### src/rtl/core/kdsl_pkg.sv
// Shared types and constants for the key debounce short/long press block.
// No dependencies.
package kdsl_pkg;

    localparam int NUM_KEYS_DEF = 4;
    localparam int PIN_W        = 4;
    localparam int CNT_W        = 8;
    localparam int IDX_W        = 8;
    localparam int OP_W         = 2;
    localparam int IN_TDATA_W   = 16;
    localparam int OUT_TDATA_W  = 16;
    localparam int APB_AW       = 4;
    localparam int APB_DW       = 32;

    localparam logic [CNT_W-1:0] CNT_MAX         = '1;
    localparam logic [CNT_W-1:0] DEBOUNCE_RESET  = 8'd2;
    localparam logic [CNT_W-1:0] SHORT_RESET     = 8'd10;
    localparam logic [CNT_W-1:0] LONG_RESET      = 8'd100;

    typedef enum logic [1:0] {
        REG_DEBOUNCE = 2'd0,
        REG_SHORT    = 2'd1,
        REG_LONG     = 2'd2
    } t_reg;

    typedef enum logic [OP_W-1:0] {
        OP_TICK   = 2'd0,
        OP_QSHORT = 2'd1,
        OP_QLONG  = 2'd2
    } t_op;

    typedef enum logic [1:0] {
        PH_IDLE     = 2'd0,
        PH_DEBOUNCE = 2'd1,
        PH_PRESSED  = 2'd2
    } t_phase;

    typedef struct packed {
        logic [CNT_W-1:0] debounce_ticks;
        logic [CNT_W-1:0] short_ticks;
        logic [CNT_W-1:0] long_ticks;
    } t_cfg;

    typedef struct packed {
        logic step;
        logic down;
        logic clr_short;
        logic clr_long;
    } t_key_ctrl;

    typedef struct packed {
        logic short_flag;
        logic long_flag;
        logic nxt_short;
        logic nxt_long;
    } t_key_stat;

endpackage

### src/rtl/core/kdsl_cfg_regs.sv
// Configuration register file behind the APB-style port.
// Depends on kdsl_pkg.
module kdsl_cfg_regs (
    input  logic                       i_clk,
    input  logic                       i_rst_n,
    input  logic                       psel,
    input  logic                       penable,
    input  logic                       pwrite,
    input  logic [kdsl_pkg::APB_AW-1:0] paddr,
    input  logic [kdsl_pkg::APB_DW-1:0] pwdata,
    output logic [kdsl_pkg::APB_DW-1:0] prdata,
    output logic                       pready,
    output kdsl_pkg::t_cfg             o_cfg
);
    import kdsl_pkg::*;

    logic [CNT_W-1:0] r_debounce, r_short, r_long;
    logic             wr_en;
    logic [1:0]       reg_sel;

    assign pready  = 1'b1;
    assign wr_en   = psel & penable & pwrite;
    assign reg_sel = paddr[3:2];

    always_ff @(posedge i_clk) begin
        if (!i_rst_n) begin
            r_debounce <= DEBOUNCE_RESET;
            r_short    <= SHORT_RESET;
            r_long     <= LONG_RESET;
        end else if (wr_en) begin
            unique case (reg_sel)
                REG_DEBOUNCE: r_debounce <= pwdata[CNT_W-1:0];
                REG_SHORT:    r_short    <= pwdata[CNT_W-1:0];
                REG_LONG:     r_long     <= pwdata[CNT_W-1:0];
                default:      ;
            endcase
        end
    end

    always_comb begin
        prdata = '0;
        unique case (reg_sel)
            REG_DEBOUNCE: prdata = APB_DW'(r_debounce);
            REG_SHORT:    prdata = APB_DW'(r_short);
            REG_LONG:     prdata = APB_DW'(r_long);
            default:      prdata = '0;
        endcase
    end

    assign o_cfg.debounce_ticks = r_debounce;
    assign o_cfg.short_ticks    = r_short;
    assign o_cfg.long_ticks     = r_long;

endmodule

### src/rtl/core/kdsl_key_cell.sv
// One key: idle/debounce/pressed sequencer, hold counter and press flags.
// Depends on kdsl_pkg.
module kdsl_key_cell (
    input  logic                i_clk,
    input  logic                i_rst_n,
    input  kdsl_pkg::t_cfg      i_cfg,
    input  kdsl_pkg::t_key_ctrl i_ctrl,
    output kdsl_pkg::t_key_stat o_stat
);
    import kdsl_pkg::*;

    t_phase           r_phase, n_phase;
    logic [CNT_W-1:0] r_deb, n_deb;
    logic [CNT_W-1:0] r_hold, n_hold;
    logic             r_rep, n_rep;
    logic             r_sf, n_sf;
    logic             r_lf, n_lf;
    logic [CNT_W-1:0] deb_inc, hold_inc;

    assign deb_inc  = (r_deb != CNT_MAX) ? r_deb + 1'b1 : r_deb;
    assign hold_inc = r_hold + 1'b1;

    always_ff @(posedge i_clk) begin
        if (!i_rst_n) begin
            r_phase <= PH_IDLE;
            r_deb   <= '0;
            r_hold  <= '0;
            r_rep   <= 1'b0;
            r_sf    <= 1'b0;
            r_lf    <= 1'b0;
        end else begin
            r_phase <= n_phase;
            r_deb   <= n_deb;
            r_hold  <= n_hold;
            r_rep   <= n_rep;
            r_sf    <= n_sf;
            r_lf    <= n_lf;
        end
    end

    always_comb begin
        n_phase = r_phase;
        n_deb   = r_deb;
        n_hold  = r_hold;
        n_rep   = r_rep;
        n_sf    = r_sf;
        n_lf    = r_lf;
        if (i_ctrl.step) begin
            unique case (r_phase)
                PH_DEBOUNCE: begin
                    if (i_ctrl.down) begin
                        n_deb = deb_inc;
                        if (deb_inc > i_cfg.debounce_ticks) begin
                            n_phase = PH_PRESSED;
                            n_hold  = '0;
                        end
                    end else begin
                        n_phase = PH_IDLE;
                        n_deb   = '0;
                    end
                end
                PH_PRESSED: begin
                    if (i_ctrl.down) begin
                        // saturated count latches nothing further
                        if (r_hold != CNT_MAX) begin
                            n_hold = hold_inc;
                            if (hold_inc == i_cfg.long_ticks) begin
                                n_lf  = 1'b1;
                                n_rep = 1'b1;
                            end else if (hold_inc == i_cfg.short_ticks && !r_rep) begin
                                n_sf  = 1'b1;
                                n_rep = 1'b1;
                            end
                        end
                    end else begin
                        n_phase = PH_IDLE;
                        n_deb   = '0;
                        n_hold  = '0;
                        n_rep   = 1'b0;
                    end
                end
                default: begin
                    n_phase = PH_IDLE;
                    if (i_ctrl.down) begin
                        n_phase = PH_DEBOUNCE;
                        n_deb   = '0;
                        n_rep   = 1'b0;
                    end
                end
            endcase
        end
        if (i_ctrl.clr_short) begin
            n_sf = 1'b0;
        end
        if (i_ctrl.clr_long) begin
            n_lf = 1'b0;
        end
    end

    assign o_stat.short_flag = r_sf;
    assign o_stat.long_flag  = r_lf;
    assign o_stat.nxt_short  = n_sf;
    assign o_stat.nxt_long   = n_lf;

endmodule

### src/rtl/core/key_debounce_short_long_press.sv
// Key debounce with short/long press detection, stream in, stream out.
// Registers from input word accepted to result word valid: input register, then result register.
// One word per cycle unless the output stalls; the single key-state update stage sets it.
// Reset (i_rst_n low, synchronous): keys idle, counts and flags cleared,
// pipeline empty, limits back to debounce 2, short 10, long 100.
// Depends on kdsl_pkg, kdsl_cfg_regs and kdsl_key_cell.
module key_debounce_short_long_press #(
    parameter int NUM_KEYS = kdsl_pkg::NUM_KEYS_DEF
) (
    input  logic                             i_clk,
    input  logic                             i_rst_n,
    input  logic                             s_axis_tvalid,
    output logic                             s_axis_tready,
    // [1:0] operation, [5:2] pin_levels, [13:6] key_index, [15:14] zero
    input  logic [kdsl_pkg::IN_TDATA_W-1:0]  s_axis_tdata,
    output logic                             m_axis_tvalid,
    input  logic                             m_axis_tready,
    // [0] query_hit, [4:1] short_pending, [8:5] long_pending, [15:9] zero
    output logic [kdsl_pkg::OUT_TDATA_W-1:0] m_axis_tdata,
    input  logic                             psel,
    input  logic                             penable,
    input  logic                             pwrite,
    input  logic [kdsl_pkg::APB_AW-1:0]      paddr,
    input  logic [kdsl_pkg::APB_DW-1:0]      pwdata,
    output logic [kdsl_pkg::APB_DW-1:0]      prdata,
    output logic                             pready
);
    import kdsl_pkg::*;

    t_cfg             cfg;
    logic             r_in_vld;
    logic [OP_W-1:0]  r_in_op;
    logic [PIN_W-1:0] r_in_pins;
    logic [IDX_W-1:0] r_in_idx;
    logic             r_out_vld;
    logic             r_hit, n_hit;
    logic [PIN_W-1:0] r_sp, n_sp;
    logic [PIN_W-1:0] r_lp, n_lp;
    logic             advance;
    logic             is_tick, is_qshort, is_qlong;
    t_key_ctrl        ctrl [NUM_KEYS];
    t_key_stat        stat [NUM_KEYS];
    logic [NUM_KEYS-1:0] hit_vec;

    kdsl_cfg_regs u_cfg (
        .i_clk   (i_clk),
        .i_rst_n (i_rst_n),
        .psel    (psel),
        .penable (penable),
        .pwrite  (pwrite),
        .paddr   (paddr),
        .pwdata  (pwdata),
        .prdata  (prdata),
        .pready  (pready),
        .o_cfg   (cfg)
    );

    assign advance       = r_in_vld && (!r_out_vld || m_axis_tready);
    assign s_axis_tready = !r_in_vld || advance;

    always_ff @(posedge i_clk) begin
        if (!i_rst_n) begin
            r_in_vld <= 1'b0;
        end else if (s_axis_tready) begin
            r_in_vld <= s_axis_tvalid;
        end
    end

    always_ff @(posedge i_clk) begin
        if (s_axis_tready && s_axis_tvalid) begin
            r_in_op   <= s_axis_tdata[1:0];
            r_in_pins <= s_axis_tdata[5:2];
            r_in_idx  <= s_axis_tdata[13:6];
        end
    end

    assign is_tick   = advance && (r_in_op == OP_TICK);
    assign is_qshort = advance && (r_in_op == OP_QSHORT);
    assign is_qlong  = advance && (r_in_op == OP_QLONG);

    for (genvar k = 0; k < NUM_KEYS; k++) begin : g_key
        logic sel;
        logic down;

        if (k < PIN_W) begin : g_pin
            assign down = !r_in_pins[k];
        end else begin : g_nopin
            // no pin: always released
            assign down = 1'b0;
        end

        assign sel = (r_in_idx == IDX_W'(k));
        assign ctrl[k].step      = is_tick;
        assign ctrl[k].down      = down;
        assign ctrl[k].clr_short = is_qshort && sel && stat[k].short_flag;
        assign ctrl[k].clr_long  = is_qlong && sel && stat[k].long_flag;
        assign hit_vec[k]        = ctrl[k].clr_short || ctrl[k].clr_long;

        kdsl_key_cell u_cell (
            .i_clk   (i_clk),
            .i_rst_n (i_rst_n),
            .i_cfg   (cfg),
            .i_ctrl  (ctrl[k]),
            .o_stat  (stat[k])
        );
    end

    assign n_hit = |hit_vec;

    // show only keys that have a pin
    for (genvar k = 0; k < PIN_W; k++) begin : g_pend
        if (k < NUM_KEYS) begin : g_on
            assign n_sp[k] = stat[k].nxt_short;
            assign n_lp[k] = stat[k].nxt_long;
        end else begin : g_off
            assign n_sp[k] = 1'b0;
            assign n_lp[k] = 1'b0;
        end
    end

    always_ff @(posedge i_clk) begin
        if (!i_rst_n) begin
            r_out_vld <= 1'b0;
        end else if (advance) begin
            r_out_vld <= 1'b1;
        end else if (m_axis_tready) begin
            r_out_vld <= 1'b0;
        end
    end

    always_ff @(posedge i_clk) begin
        if (advance) begin
            r_hit <= n_hit;
            r_sp  <= n_sp;
            r_lp  <= n_lp;
        end
    end

    assign m_axis_tvalid = r_out_vld;
    assign m_axis_tdata  = {(OUT_TDATA_W - 1 - 2 * PIN_W)'(0), r_lp, r_sp, r_hit};

endmodule

### config.mk
export PLATFORM = sky130hd
export DESIGN_NAME = key_debounce_short_long_press
export DESIGN_NICKNAME = d
export VERILOG_FILES = /design/src/rtl/core/kdsl_pkg.sv /design/src/rtl/core/kdsl_cfg_regs.sv /design/src/rtl/core/kdsl_key_cell.sv /design/src/rtl/core/key_debounce_short_long_press.sv
export SDC_FILE = /design/constraint.sdc
export NUM_CORES = 1
export LEC_CHECK = 0
export ABC_CLOCK_PERIOD_IN_PS = 4900
export BUFFER_PORTS_ARGS = -buffer_cell sky130_fd_sc_hd__buf_4
export CAP_MARGIN = 10
export CORE_MARGIN = 5
export CORE_UTILIZATION = 59
export DETAILED_ROUTE_END_ITERATION = 10
export MAX_ROUTING_LAYER = met4
export PLACE_DENSITY = 0.81
export SLEW_MARGIN = 20
export SYNTH_ARGS = -nofsm -noshare
export SYNTH_HDL_FRONTEND = slang
export SYNTH_SLANG_ARGS = --single-unit
export TNS_END_PERCENT = 50
### constraint.sdc
create_clock -name i_clk -period 4.9 [get_ports i_clk]
set_input_delay 0.98 -clock i_clk [delete_from_list [all_inputs] [get_ports i_clk]]
set_output_delay 0.98 -clock i_clk [all_outputs]
set_load 0.02 [all_outputs]
==> flow_metrics.tcl <==
set metrics [dict create \
    wl_per_cell_microns 17.8 \
    coreArea_sq_um 15300 \
    ir_worst_vdd_uv 268 \
    synthToLayoutAreaGrowth_pct 9.24 \
    overflow 0 \
    diodes 0 \
    dieArea_sq_um 18300 \
    crit_cells 13 \
    path_max_fanout 8 \
    p_leak_nw 3.74 \
    drv_cap 0 \
    reg2reg_slack_ns 1.27 \
    ys_ff_latch 133 \
    dpl_cell_area_sq_um 9460 \
    stdcell_area_sq_um 10100 \
    post-route-period-util_pct 74.2 \
    drive_gt1_share_pct 10.0 \
    first_pass_iters 5 \
    avgViaCountPerCell 6.27 \
    rr_worst_depth 13 \
    cp.required_ns 5.26 \
    path_clk_slew_ns 0.06 \
    critPathLaunchType "flop" \
    antenna_found_initial 0 \
    worst-path-buf-inv 0 \
    rsz0062_at_grt "no" \
    syn_area_sq_um 9260 \
    seq_area_frac_synth_pct 31.2 \
    fin_ws_ns 1.27 \
    pre_cts_ws_ns 1.41 \
    synth_edf_count 23 \
    syn_inst 1133 \
    clock.fmax_ghz 0.275 \
    cts_num_sinks 133 \
    setup_tns_ns 0 \
    cp_top_family "simple AND/OR/NAND/NOR gates" \
    hold_depth 2 \
    cp_slowest_cell "or4_1" \
    root_buffer "clkbuf_16" \
    hold_viol 0 \
    crit_type "reg -> reg" \
    yosys_warnings 0 \
    worst_setup_path_end_kind "flop" \
    async_flop_share_pct 0 \
    die_h_microns 135 \
    h-tree-depth 4 \
    tritoncts "done" \
    final_cell_mix "110 x dfxtp_1, 102 x nor2_1, 94 x nand2_1" \
    vias 8514 \
    ios 110 \
    hold_class "reg -> reg" \
    gp_congestion 0.959 \
    slew_headroom_pct 39.5 \
    avgSynthCellArea_sq_um 8.18 \
    worst_slew_pin_slew_ns 0.906 \
    antenna_left 0 \
    cts_resized 0 \
    num_rows 45 \
    place.detailed.hpwl_mm 17.2 \
    start_util_pct 60.5 \
    final_common_cell "dfxtp_1" \
    dieWidth_microns 135 \
    setup-violations-final 0 \
    grt_usage_pct 27.3 \
    cts_buffers 17 \
    cp.arrival_ns 3.99 \
    finalCriticalPeriod_ns 3.63 \
    outcome "finished clean" \
    post-cts-setup-buffers 0 \
    skew_ns 0.0101 \
    yosysUniqueCellTypes 87 \
    worstPathCellList "ha_1 > and2_0 > nand3_1 > nand4_1 > xnor2_1 > ha_1 > nand4_1 > nor2_1 > a2111oi_0 > o21a_1 > o21ai_0 > or4_1 > o21ai_0" \
    ys.flop_type "dfxtp_1" \
    io_buffers 49 \
    maxSlewViolCount 0 \
    grt_pass1_wl_mm 39.5 \
    nets 1241 \
    first_global_vias 7949 \
    drc_errors 0 \
    cpPeakStageDelay_ns 0.48 \
    p_per_area_nw_per_um2 270 \
    drt_iter0_markers 930 \
    clkLatencyLatePin_ns 0.44 \
    ctsHoldBuffers 0 \
    routed_wl_mm 24.1 \
    clock_tree.buffer_depth 2 \
    grt_start_max_net_pins 50 \
]
## synthesized netlist by cell type (15+ instances only)
cell type  number  area, sq um
a21oi_1        67          335
a22oi_1        28          210
a31oi_1        18          113
and3_1         20          125
buf_4          38          285
clkbuf_1       44          165
dfxtp_1       110         2200
edfxtp_1       23          691
ha_1           48          601
inv_1          35          131
mux2i_1        17          170
nand2_1        94          353
nand3_1        56          280
nand4_1        32          200
nor2_1        102          383
nor2b_1        25          156
nor3_1         16         80.1
o211ai_1       15          113
o21ai_0        58          290
xnor2_1        64          561
xor2_1         23          201
## per-layer routing
layer	wire [microns]	up-vias	part of all wire (%)	global-route usage, %
met3	1770	65	7.3	5.50
met5	0	-	0	-
met1	10500	4022	43	35.4
li1	-	4090	-	-
met4	718	0	3.0	10.9
met2	11200	337	46	42.1
## registers in the layout (all words and copies together) (netlist names), 2 cells and up
register,flops
u_cfg.r_long,8
u_cfg.r_debounce,8
g_key.u_cell.r_deb,32
r_in_op,2
g_key.u_cell.r_hold,32
g_key.u_cell.r_lf,4
r_sp,4
g_key.u_cell.r_sf,4
g_key.u_cell.r_rep,4
r_in_pins,4
g_key.u_cell.r_phase,8
r_in_idx,8
r_lp,4
u_cfg.r_short,8
## power breakdown
part           internal (mW)  switching [mW]
combinational         0.0509           0.105
clock                  0.907           0.521
sequential              1.13          0.0178
total                   2.08           0.644
## final timing paths
check                                                 from                          to
worst max-delay path              g_key[0].u_cell.r_deb[0]   g_key[0].u_cell.r_hold[6]
worst min-delay path            g_key[0].u_cell.r_phase[0]  g_key[0].u_cell.r_phase[0]
worst max register to register    g_key[0].u_cell.r_deb[0]   g_key[0].u_cell.r_hold[6]
worst min register to register  g_key[0].u_cell.r_phase[0]  g_key[0].u_cell.r_phase[0]
## tightest hold or removal path, cell delays in order (launching register included)
cell and delay, ns:
dfxtp_1 0.32, nand2_1 0.06, a21oi_1 0.05
## logic make-up after synthesis
logic type | synth area share, %
flip-flops | 31.2
AO/OA/AOI/OAI | 20.7
AND/OR/NAND/NOR | 23.1
adder cells (fa/ha/maj) | 6.48
XOR/XNOR | 8.40
multiplexers | 2.32
other | 0.0811
buffers and inverters | 7.71
## through the flow
step           instances  utilization, %  hold slack [ns]  power (mW)
6_report            1358            66.1            0.476        2.73
5_1_grt             1358            66.1            0.491        2.80
4_1_cts             1358            66.0            0.477        2.73
3_5_place_dp        1326            61.8            0.461        1.32
3_3_place_gp        1326            61.8            0.458        1.32
2_1_floorplan       1163               -            0.445        1.28
## area by class of cell
cell class              instances  area (sq um)
flip-flops and latches        133          2890
fillers                      1292          5190
well taps                     211           264
clock inverters                15           225
clock buffers                  17           425
inverters                      38           143
repair buffers                 52           390
multi-input cells             892          5780
(Power assumes the default switching activity.)
